[src/rtl/dlpg_pkg.sv]
package dlpg_pkg;

	localparam int COORD_BITS = 10;
	localparam int FRAC_BITS  = 16;

	localparam int ACC_W = COORD_BITS + FRAC_BITS + 1;
	localparam int DVD_W = COORD_BITS + FRAC_BITS + 2;
	localparam int DVS_W = COORD_BITS + 1;
	localparam int QUO_W = FRAC_BITS + 1;
	localparam int CNT_W = $clog2(QUO_W + 1);

	localparam int IN_TDATA_W  = ((4 * COORD_BITS + 7) / 8) * 8;
	localparam int OUT_TDATA_W = ((2 * COORD_BITS + 7) / 8) * 8;

	localparam logic KIND_START = 1'b0;
	localparam logic KIND_STEP  = 1'b1;

	typedef enum logic [1:0] {
		ST_IDLE,
		ST_DIV,
		ST_FIRST
	} state_t;

	typedef struct packed {
		logic busy;
		logic done;
	} div_status_t;

endpackage

[src/rtl/dlpg_div.sv]
module dlpg_div (
	input  logic                        clk,
	input  logic                        arst_n,
	input  logic                        start,
	input  logic [dlpg_pkg::DVD_W-1:0]  dividend,
	input  logic [dlpg_pkg::DVS_W-1:0]  divisor,
	output logic [dlpg_pkg::QUO_W-1:0]  quotient,
	output dlpg_pkg::div_status_t       status
);

	logic [dlpg_pkg::DVS_W-1:0] rem_q;
	logic [dlpg_pkg::QUO_W-1:0] dq_q;
	logic [dlpg_pkg::DVS_W-1:0] dvs_q;
	logic [dlpg_pkg::CNT_W-1:0] cnt_q;
	logic                       busy_q;
	logic                       done_q;

	logic [dlpg_pkg::DVS_W:0]   shifted;
	logic [dlpg_pkg::DVS_W:0]   trial;
	logic                       fits;

	// restoring division, one quotient bit per cycle
	assign shifted = {rem_q, dq_q[dlpg_pkg::QUO_W-1]};
	assign trial   = shifted - {1'b0, dvs_q};
	assign fits    = !trial[dlpg_pkg::DVS_W];

	always_ff @(posedge clk or negedge arst_n) begin
		if (!arst_n) begin
			busy_q <= 1'b0;
			done_q <= 1'b0;
			cnt_q  <= '0;
		end else begin
			done_q <= 1'b0;
			if (start) begin
				busy_q <= 1'b1;
				cnt_q  <= dlpg_pkg::CNT_W'(dlpg_pkg::QUO_W);
			end else if (busy_q) begin
				cnt_q <= cnt_q - 1'b1;
				if (cnt_q == dlpg_pkg::CNT_W'(1)) begin
					busy_q <= 1'b0;
					done_q <= 1'b1;
				end
			end
		end
	end

	always_ff @(posedge clk) begin
		if (start) begin
			rem_q <= dividend[dlpg_pkg::DVD_W-1:dlpg_pkg::QUO_W];
			dq_q  <= dividend[dlpg_pkg::QUO_W-1:0];
			dvs_q <= divisor;
		end else if (busy_q) begin
			rem_q <= fits ? trial[dlpg_pkg::DVS_W-1:0] : shifted[dlpg_pkg::DVS_W-1:0];
			dq_q  <= {dq_q[dlpg_pkg::QUO_W-2:0], fits};
		end
	end

	assign quotient    = dq_q;
	assign status.busy = busy_q;
	assign status.done = done_q;

endmodule

[src/rtl/dlpg_round.sv]
module dlpg_round (
	input  logic signed [dlpg_pkg::ACC_W-1:0]      acc,
	output logic        [dlpg_pkg::COORD_BITS-1:0] coord
);

	logic [dlpg_pkg::ACC_W:0]        biased;
	logic [dlpg_pkg::COORD_BITS:0]   whole;

	// half up, then clamp to the coordinate range
	assign biased = {acc[dlpg_pkg::ACC_W-1], acc}
		+ ((dlpg_pkg::ACC_W + 1)'(1) << (dlpg_pkg::FRAC_BITS - 1));
	assign whole  = biased[dlpg_pkg::ACC_W-1:dlpg_pkg::FRAC_BITS];

	always_comb begin
		if (biased[dlpg_pkg::ACC_W])
			coord = '0;
		else if (whole[dlpg_pkg::COORD_BITS])
			coord = '1;
		else
			coord = whole[dlpg_pkg::COORD_BITS-1:0];
	end

endmodule

[src/rtl/dda_line_point_generator_top.sv]
// DDA line point generator. A start beat (tuser = 0) loads two endpoints; the
// block picks the major axis, orders the endpoints, computes the minor-axis
// increment with a restoring divider that retires one quotient bit per cycle,
// and then emits the first point. A start beat therefore holds off the input
// until that first point is emitted, and the divide is skipped when the major
// delta is zero. Each step beat (tuser = 1) yields the next point, so a line
// streams out at one point per cycle while m_tready is high; tlast marks the
// final point. Step beats with no line in progress are consumed with no output.
module dda_line_point_generator_top (
	input  logic                              clk,
	input  logic                              arst_n,
	input  logic                              s_tvalid,
	output logic                              s_tready,
	// start_x, start_y, end_x, end_y
	input  logic [dlpg_pkg::IN_TDATA_W-1:0]   s_tdata,
	// kind
	input  logic                              s_tuser,
	output logic                              m_tvalid,
	input  logic                              m_tready,
	// point_x, point_y, zero pad
	output logic [dlpg_pkg::OUT_TDATA_W-1:0]  m_tdata,
	output logic                              m_tlast
);

	localparam int CB = dlpg_pkg::COORD_BITS;
	localparam int FB = dlpg_pkg::FRAC_BITS;

	dlpg_pkg::state_t state_q, state_d;

	logic [CB-1:0]                    major_pos_q;
	logic [CB-1:0]                    major_end_q;
	logic signed [dlpg_pkg::ACC_W-1:0] minor_acc_q;
	logic signed [dlpg_pkg::ACC_W-1:0] minor_step_q;
	logic                             y_is_major_q;
	logic                             line_active_q;
	logic                             neg_q;

	logic                             out_valid_q;
	logic [2*CB-1:0]                  out_xy_q;
	logic                             out_last_q;

	logic                             accept;
	logic                             out_free;
	logic                             emit;
	logic                             div_start;

	logic [CB-1:0] sx, sy, ex, ey;
	logic [CB:0]   dx, dy;
	logic [CB-1:0] adx, ady;
	logic          y_maj;
	logic [CB-1:0] maj0, maj1, min0, min1, ma0, ma1, mi0, mi1;
	logic [CB-1:0] dmaj;
	logic [CB:0]   dmin;
	logic [CB-1:0] admin;
	logic          dmaj_zero;
	logic [dlpg_pkg::DVD_W-1:0] dividend;
	logic [dlpg_pkg::DVS_W-1:0] divisor;

	logic [dlpg_pkg::QUO_W-1:0] quotient;
	dlpg_pkg::div_status_t      div_st;
	logic [CB-1:0]              minor_coord;
	logic                       is_last;

	// endpoint setup
	assign sx = s_tdata[CB-1:0];
	assign sy = s_tdata[2*CB-1:CB];
	assign ex = s_tdata[3*CB-1:2*CB];
	assign ey = s_tdata[4*CB-1:3*CB];

	assign dx  = {1'b0, ex} - {1'b0, sx};
	assign dy  = {1'b0, ey} - {1'b0, sy};
	assign adx = dx[CB] ? CB'(-dx) : dx[CB-1:0];
	assign ady = dy[CB] ? CB'(-dy) : dy[CB-1:0];
	assign y_maj = ady > adx;

	assign ma0 = y_maj ? sy : sx;
	assign ma1 = y_maj ? ey : ex;
	assign mi0 = y_maj ? sx : sy;
	assign mi1 = y_maj ? ex : ey;

	always_comb begin
		if (ma0 > ma1) begin
			maj0 = ma1;
			maj1 = ma0;
			min0 = mi1;
			min1 = mi0;
		end else begin
			maj0 = ma0;
			maj1 = ma1;
			min0 = mi0;
			min1 = mi1;
		end
	end

	assign dmaj      = maj1 - maj0;
	assign dmin      = {1'b0, min1} - {1'b0, min0};
	assign admin     = dmin[CB] ? CB'(-dmin) : dmin[CB-1:0];
	assign dmaj_zero = (dmaj == '0);
	assign dividend  = {1'b0, admin, {FB{1'b0}}, 1'b0}
		+ dlpg_pkg::DVD_W'(dmaj);
	assign divisor   = {dmaj, 1'b0};

	dlpg_div u_div (
		.clk      (clk),
		.arst_n   (arst_n),
		.start    (div_start),
		.dividend (dividend),
		.divisor  (divisor),
		.quotient (quotient),
		.status   (div_st)
	);

	dlpg_round u_round (
		.acc   (minor_acc_q),
		.coord (minor_coord)
	);

	assign out_free = !out_valid_q || m_tready;
	assign accept   = s_tvalid && s_tready;
	assign is_last  = (major_pos_q == major_end_q);

	always_comb begin
		state_d = state_q;
		unique case (state_q)
			dlpg_pkg::ST_IDLE: begin
				if (accept && s_tuser == dlpg_pkg::KIND_START)
					state_d = dmaj_zero ? dlpg_pkg::ST_FIRST : dlpg_pkg::ST_DIV;
			end
			dlpg_pkg::ST_DIV: begin
				if (div_st.done)
					state_d = dlpg_pkg::ST_FIRST;
			end
			dlpg_pkg::ST_FIRST: begin
				if (out_free)
					state_d = dlpg_pkg::ST_IDLE;
			end
			default: state_d = dlpg_pkg::ST_IDLE;
		endcase
	end

	always_comb begin
		s_tready  = 1'b0;
		div_start = 1'b0;
		emit      = 1'b0;
		unique case (state_q)
			dlpg_pkg::ST_IDLE: begin
				s_tready  = out_free;
				div_start = accept && s_tuser == dlpg_pkg::KIND_START && !dmaj_zero;
				emit      = accept && s_tuser == dlpg_pkg::KIND_STEP && line_active_q;
			end
			dlpg_pkg::ST_DIV: begin
			end
			dlpg_pkg::ST_FIRST: begin
				emit = out_free;
			end
			default: begin
			end
		endcase
	end

	always_ff @(posedge clk or negedge arst_n) begin
		if (!arst_n) begin
			state_q       <= dlpg_pkg::ST_IDLE;
			line_active_q <= 1'b0;
			major_pos_q   <= '0;
			major_end_q   <= '0;
			minor_acc_q   <= '0;
			minor_step_q  <= '0;
			y_is_major_q  <= 1'b0;
			neg_q         <= 1'b0;
			out_valid_q   <= 1'b0;
		end else begin
			state_q <= state_d;

			if (accept && s_tuser == dlpg_pkg::KIND_START) begin
				line_active_q <= 1'b1;
				y_is_major_q  <= y_maj;
				major_pos_q   <= maj0;
				major_end_q   <= maj1;
				minor_acc_q   <= {1'b0, min0, {FB{1'b0}}};
				minor_step_q  <= '0;
				neg_q         <= dmin[CB];
			end else if (state_q == dlpg_pkg::ST_DIV && div_st.done) begin
				minor_step_q <= neg_q ? -dlpg_pkg::ACC_W'(quotient)
					: dlpg_pkg::ACC_W'(quotient);
			end else if (emit) begin
				if (is_last) begin
					line_active_q <= 1'b0;
				end else begin
					major_pos_q <= major_pos_q + 1'b1;
					minor_acc_q <= minor_acc_q + minor_step_q;
				end
			end

			if (emit)
				out_valid_q <= 1'b1;
			else if (m_tready)
				out_valid_q <= 1'b0;
		end
	end

	always_ff @(posedge clk) begin
		if (emit) begin
			out_xy_q   <= y_is_major_q ? {major_pos_q, minor_coord}
				: {minor_coord, major_pos_q};
			out_last_q <= is_last;
		end
	end

	assign m_tvalid = out_valid_q;
	assign m_tdata  = dlpg_pkg::OUT_TDATA_W'(out_xy_q);
	assign m_tlast  = out_last_q;

`ifndef SYNTHESIS
	a_busy_not_ready: assert property (@(posedge clk) disable iff (!arst_n)
		state_q != dlpg_pkg::ST_IDLE |-> !s_tready)
		else $error("input ready while a line setup is in progress");

	a_done_in_div: assert property (@(posedge clk) disable iff (!arst_n)
		div_st.done |-> state_q == dlpg_pkg::ST_DIV)
		else $error("divider finished outside the divide state");

	a_div_running: assert property (@(posedge clk) disable iff (!arst_n)
		state_q == dlpg_pkg::ST_DIV && !div_st.done |-> div_st.busy)
		else $error("divider idle while waiting for the increment");

	a_idle_step_silent: assert property (@(posedge clk) disable iff (!arst_n)
		accept && s_tuser == dlpg_pkg::KIND_STEP && !line_active_q |=> !m_tvalid)
		else $error("point emitted with no line in progress");

	a_pos_bounded: assert property (@(posedge clk) disable iff (!arst_n)
		line_active_q |-> major_pos_q <= major_end_q)
		else $error("major coordinate ran past the line end");
`endif

endmodule
[config.mk]
export PLATFORM = sky130hd
export DESIGN_NAME = dda_line_point_generator_top
export DESIGN_NICKNAME = d
export VERILOG_FILES = /design/src/rtl/dlpg_pkg.sv /design/src/rtl/dlpg_div.sv /design/src/rtl/dlpg_round.sv /design/src/rtl/dda_line_point_generator_top.sv
export SDC_FILE = /design/constraint.sdc
export NUM_CORES = 1
export LEC_CHECK = 0
export ABC_AREA = 1
export BUFFER_PORTS_ARGS = -buffer_cell sky130_fd_sc_hd__buf_2
export CORE_ASPECT_RATIO = 2
export CORE_MARGIN = 2
export CORE_UTILIZATION = 40
export CTS_CLUSTER_DIAMETER = 40
export DETAILED_ROUTE_END_ITERATION = 10
export SYNTH_ARGS = -nofsm -noshare
export SYNTH_HDL_FRONTEND = slang
export SYNTH_SLANG_ARGS = --single-unit
[constraint.sdc]
create_clock -name clk -period 3.82 [get_ports clk]
set_input_delay 0.764 -clock clk [delete_from_list [all_inputs] [get_ports clk]]
set_output_delay 0.764 -clock clk [all_outputs]
set_load 0.01 [all_outputs]
* Yosys cells after proc, flatten, opt, wreduce, memory -nomap -nowiden
Index checks and enable logic that the tools add are counted.
** Storage, ports and cells
- Memories :: 0
- Flip-flop bits (word level) :: 146
- Memory bits (writable) :: 0
- Output and inout port bits :: 27
- Word-level logic and storage cells :: 115
- Bits in latches :: 0
- Memory bits (read-only) :: 0
- Input port bits :: 45
** Operators by class
- Shifts and indexed selects :: 0
- Order comparisons :: 2
- Bitwise logic cells :: 1
- Reductions and logical operators :: 20
- Div/mod/pow operators :: 0
- Multiplexer cells :: 52
- Equal/unequal tests :: 9
- Multiply operators :: 0
- $add $sub $neg :: 14
** Operator list (count)
- $mux 27 :: 7
- $mux 10 :: 17
- $mux 17 :: 2
- $mux 11 :: 3
- $sub 10x10->11 :: 3
- $neg 10->10 :: 3
- $add 27x10->28 :: 1
- $add 27x17->28 const B :: 1
- $add 27x27->27 :: 1
- $neg 17->27 :: 1
- $gt 10x10->1 :: 2
- $mux 20 :: 1
- $mux 1 :: 14
- $sub 12x11->12 :: 1
- $add 10x1->10 const B :: 1
- $eq 10x10->1 :: 1
- $logic_not 10->1 :: 1
- $mux 5 :: 2
- $reduce_bool 2->1 :: 5
- $sub 10x10->10 :: 1
- $reduce_and 3->1 :: 3
- $mux 2 :: 4
- $logic_and 1x1->1 :: 6
- $ne 2x2->1 const B :: 3
- other kinds (11) :: 14

* Logic depth before layout (Yosys ltp)
- Depth after elaboration :: 13
- Mapped depth :: 58
- Mapped depth without buffers :: 53

* By module
A second synthesis with hierarchy kept.
** Second synthesis, totals
- Cell total of the unflattened synthesis :: 1752
- Area, all modules :: 12643.4 um^2
** By module, submodules not included
- dda_line_point_generator_top :: times used 1, seq. area each 2632.5 um^2, area each 9351.5 um^2, cells an instance 1338
- dlpg_div :: times used 1, seq. area each 1346.3 um^2, area each 2796.4 um^2, cells an instance 336
- dlpg_round :: times used 1, seq. area each 0.0 um^2, area each 495.5 um^2, cells an instance 78

* Worst setup path before layout
Ideal clock, no wire load.
- Kind :: in2reg
- Start :: in s_tdata[20] (netlist name)
- End :: reg u_div.rem_q[8] (netlist name), data pin
- Data required time :: 3568 ps
- Stages on the path :: 53
- Path slack :: -5005 ps
- Arrival :: 8573 ps
- Path buffers :: 6
- Path through :: inv_1 ha_1 fa_1 o21ai_0 a21oi_1 o21bai_1 a21oi_1 o21bai_1 xor2_1 nand3_1 o21ai_0 xor2_1 inv_1 ha_1 nand2_2 inv_1 a21oi_2 nand3_4 [17 not listed] clkbuf_1 mux2i_1 ha_1 fa_1 o31ai_1 a21oi_1 o21bai_1 a21oi_1 o21bai_1 nand2_1 nand2_1 a21oi_1 inv_1 a31oi_1 xor2_1 inv_1 nand3_1 nand2_1
** Between the ends
- Longest elaborated chain between the ends :: 13
- Elaborated cells on any way between the ends :: 23
- Those cells by class :: 6 x add/sub; 2 x order compare; 12 x mux; 3 x reduce/logical
** RTL lines
- start: declaration :: line dda_line_point_generator_top.sv:15 : input logic [dlpg_pkg::IN_TDATA_W-1:0] s_tdata,
- branches (longest 12 deep; another with $add 27x10->28)
- $mux 11 * :: line dlpg_div.sv:48 : if (start) begin
- end signal: assignment :: line dlpg_div.sv:49 : rem_q <= dividend[dlpg_pkg::DVD_W-1:dlpg_pkg::QUO_W];
- end signal: assignment :: line dlpg_div.sv:53 : rem_q <= fits ? trial[dlpg_pkg::DVS_W-1:0] : shifted[dlpg_pkg::DVS_W-1:0];
- end: declaration :: line dlpg_div.sv:11 : logic [dlpg_pkg::DVS_W-1:0] rem_q;
Every way passes the cells marked *.
A chain may end at the register's enable or synchronous reset.

* Worst setup path in the final report
- Start :: in s_tdata[30] (netlist name)
- End :: reg u_div.rem_q[6] (netlist name), data pin
** Between the ends
- Longest elaborated chain between the ends :: 13
- Elaborated cells on any way between the ends :: 23
- Those cells by class :: 6 x add/sub; 2 x order compare; 12 x mux; 3 x reduce/logical
** RTL lines (line)
- branches (longest 12 deep; another with $add 27x10->28)
- $mux 11 * :: dlpg_div.sv:48
Marked as above.

==> impl_metrics.csv <==
group,metric,value,unit
yosys,netlist.area_leader.share,18.2,%
clocking,clock-sinks,146,
outcome,violations,"negative setup slack",
yosys,syn_inst,1633,
layout,fillers,2637,
yosys,synth_area_leader_cell,"dfrtp_1",
timing,min_period,7.34,ns
routing,topRoutingLayerUsed,"met4",
layout,layout-drive-gt1-share,31.9,%
yosys,synthArstFlopShare,59.6,%
die,die_x,126,microns
layout,multi_input_area,8020,sq um
worst_setup_path,slowest_delay,0.39,ns
worst_setup_path,slowest_stage,"fa_2",
place,place.gp.congestion,0.950,
worst_setup_path,crit_type,"primary input to flip-flop",
place,dp_hpwl,30.3,mm
min_path,hp-class,"primary input to async pin",
layout,instances_no_fill,2370,
yosys,syn_area_per_cell,7.34,sq um
place,numPortBuffers,67,
die,dieArea,31400,sq um
global_routing,grt.total_usage,24.7,%
timing,fin_setup_tns,-319.77,ns
routing,wl_per_cell,16.7,microns
routing,drt-met1-wl,12.4,mm
die,initial_core_util,40.6,%
clocking,tritoncts,"done",
clocking,htree_levels,4,
layout,fin_nets,2136,
routing,met3_length,951,microns
layout,regArea,3950,sq um
routing,dr.first_iter.drc_count,439,
timing,max_freq,136,MHz
die,core.rowCount,89,
clocking,cts_hold_buf,0,
layout,area_growth,41.6,%
outcome,status,"complete, but fails checks",
die,fp.dieH,249,microns
timing,clock_skew,0.0139,ns
timing,maxSlewHeadroom,38.0,%
routing,wl_met2,22.9,mm
timing,hold_viol_final,0,
routing,drc,0,
die,ios,72,
yosys,synthFlopType,"dfrtp_1",
yosys,synth_area,12000,sq um
place,dp.cells,2287,
routing,wirelength,39.5,mm
layout,antennaDiodeCount,0,
clocking,cts_buffers,17,
yosys,synth.yosys.seq_area_share,32.9,%
timing,tightest_slew,0.930,ns
routing,num_vias,12100,
die,core_area,29500,sq um
worst_setup_path,cp_common_cell,"ha_4",
global_routing,grt_max_degree,55,
worst_setup_path,arrival,7.54,ns
yosys,ys_warn_count,0,
global_routing,antenna_found_initial,0,
yosys,yosys_register_bits,146,
timing,fin_crit_sh,192,%
clocking,worstSkewPairLatency,0.45,ns
timing,final-max-slew-violation-count,0,
global_routing,grt-ovfl-total,0,
global_routing,grt_pass1_vias,12300,
worst_setup_path,cp-start-kind,"primary input",
routing,dr.pass1.iters,5,
timing,setup_viol,117,
routing,ant_nets,0,
yosys,synth-edff-count,59,
worst_setup_path,end_kind,"flip-flop",
timing,worst_slack,-3.52,ns
routing,vias_per_cell,5.09,
timing,rsz0062_at_grt,"yes",
flow_run,drv_cap,0,
clocking,clk_path_buf_depth,2,
global_routing,grt_pass1_wl,61.1,mm
yosys,synth_area_leaders,"dfrtp_1 (18%), edfxtp_1 (15%), nand2_1 (14%)",
clocking,root_buffer,"clkbuf_16",
clocking,clkTransAtPathRegs,0.06,ns
yosys,synth_cell_types,54,
worst_setup_path,cp.required,4.02,ns
worst_setup_path,path_max_fanout,7,
[critical path: cells and delay by family]
kind | cells | cell delay, ns
AO/OA/AOI/OAI | 12 | 1.54
XOR/XNOR | 3 | 0.55
adder cells (fa/ha/maj) | 6 | 1.71
buffers and inverters | 11 | 0.96
multiplexers | 1 | 0.20
AND/OR/NAND/NOR | 17 | 1.76
[per-stage QoR]
| step | setup WS (ns) | instance area (sq um) | util, % | hold slack (ns) |
|---|---|---|---|---|
| 3_3_place_gp | -4.19 | 14900 | 50.6 | 0.436 |
| 6_report | -3.52 | 17000 | 57.5 | 0.369 |
| 3_5_place_dp | -4.46 | 14900 | 50.6 | 0.435 |
| 2_1_floorplan | -3.84 | 12400 | - | 0.423 |
| 4_1_cts | -3.50 | 16400 | 55.5 | 0.402 |
| 5_1_grt | -3.97 | 17000 | 57.5 | 0.423 |
[sequential cells by signal, indices dropped and copies added (netlist names), 2 cells and up]
signal / flops
major_end_q: 10
major_pos_q: 10
minor_acc_q: 27
minor_step_q: 27
out_xy_q: 20
state_q: 2
u_div.cnt_q: 5
u_div.dvs_q: 10
u_div.quotient: 17
u_div.rem_q: 11
[layout make-up]
type	count	share of cell area, %
multi-input combinational	1209	47.2
clock inverter	15	1.00
tap	364	2.68
timing repair buffer	388	18.0
sequential	146	23.3
clock buffer	17	2.51
inverter	231	5.29
[cells in the mapped netlist (all sizes together), types with 4 or more instances]
cell type / n
a31oi: 9
clkbuf: 36
o31ai: 7
nand3: 113
a21oi: 87
o21bai: 12
nand2: 447
fa: 5
o221ai: 14
nor2: 99
xnor2: 28
buf: 18
edfxtp: 59
dfrtp: 87
nor3: 22
o21ai: 134
o211ai: 6
or2: 10
inv: 230
a21boi: 4
xor2: 84
ha: 93
nand4: 8
[cell families after synthesis]
logic type,Yosys count,share of synthesized area (%)
adder cells (fa/ha/maj),98,10.5
AO/OA/AOI/OAI,281,13.1
AND/OR/NAND/NOR,706,25.4
flip-flops,146,32.9
buffers and inverters,285,9.35
multiplexers,4,0.345
other,1,0.0313
XOR/XNOR,112,8.31
[placed cells by master, fill, tap and decap left out, drive strengths merged, types with 2 or more instances in the layout]
| cell type | synthesis | final |
|---|---|---|
| ha | 93 | 93 |
| mux2i | 3 | 3 |
| a31oi | 9 | 9 |
| or2 | 10 | 10 |
| a21oi | 87 | 87 |
| nand3b | 3 | 3 |
| fa | 5 | 5 |
| dfrtp | 87 | 87 |
| o221ai | 14 | 14 |
| a21boi | 4 | 4 |
| buf | 18 | 386 |
| nand2 | 447 | 451 |
| nor3 | 22 | 22 |
| clkinv | 1 | 6 |
| o31ai | 7 | 7 |
| clkbuf | 36 | 19 |
| nor2 | 99 | 99 |
| nand3 | 113 | 113 |
| xnor2 | 28 | 28 |
| o21bai | 12 | 12 |
| o22ai | 3 | 3 |
| nand4 | 8 | 8 |
| xor2 | 84 | 84 |
| edfxtp | 59 | 59 |
| inv | 230 | 237 |
| bufinv | 0 | 2 |
| o211ai | 6 | 6 |
| o21ai | 134 | 134 |
| conb | 1 | 4 |
[path summary, 6_finish.rpt]
kind / from / endpoint / slack, ns / depth (start not counted)
worst max-delay path: s_tdata[30] / u_div.rem_q[6]$_DFFE_PP_ / -3.52 / 50
worst min-delay path: arst_n / minor_acc_q[26]$_DFFE_PN0P_ / 0.37 / 1
worst max register to register: minor_acc_q[2]$_DFFE_PN0P_ / minor_acc_q[25]$_DFFE_PN0P_ / 0.04 / 17
worst min register to register: u_div.done_q$_DFF_PN0_ / state_q[0]$_DFFE_PN0P_ / 0.45 / 1
max in group asynchronous: arst_n / state_q[0]$_DFFE_PN0P_ / 2.67 / 2
min in group clk: u_div.done_q$_DFF_PN0_ / state_q[0]$_DFFE_PN0P_ / 0.45 / 1
[metal layers]
layer / vias to the layer above / track usage (%)
li1: 6044 / -
met3: 121 / 2.92
met4: 0 / 18.1
met1: 5647 / 21.1
met5: - / 0
met2: 253 / 49.9
[repair_timing]
item                                    CTS  global route
cloned                                    7             3
pin swaps                                69            73
endpoints found under the setup margin  118           118
buffers inserted                         25            19
gates resized for setup                 126           103
Power is not shown: default switching activity piles up to over one toggle a cycle in this logic, so the estimate is an artifact.
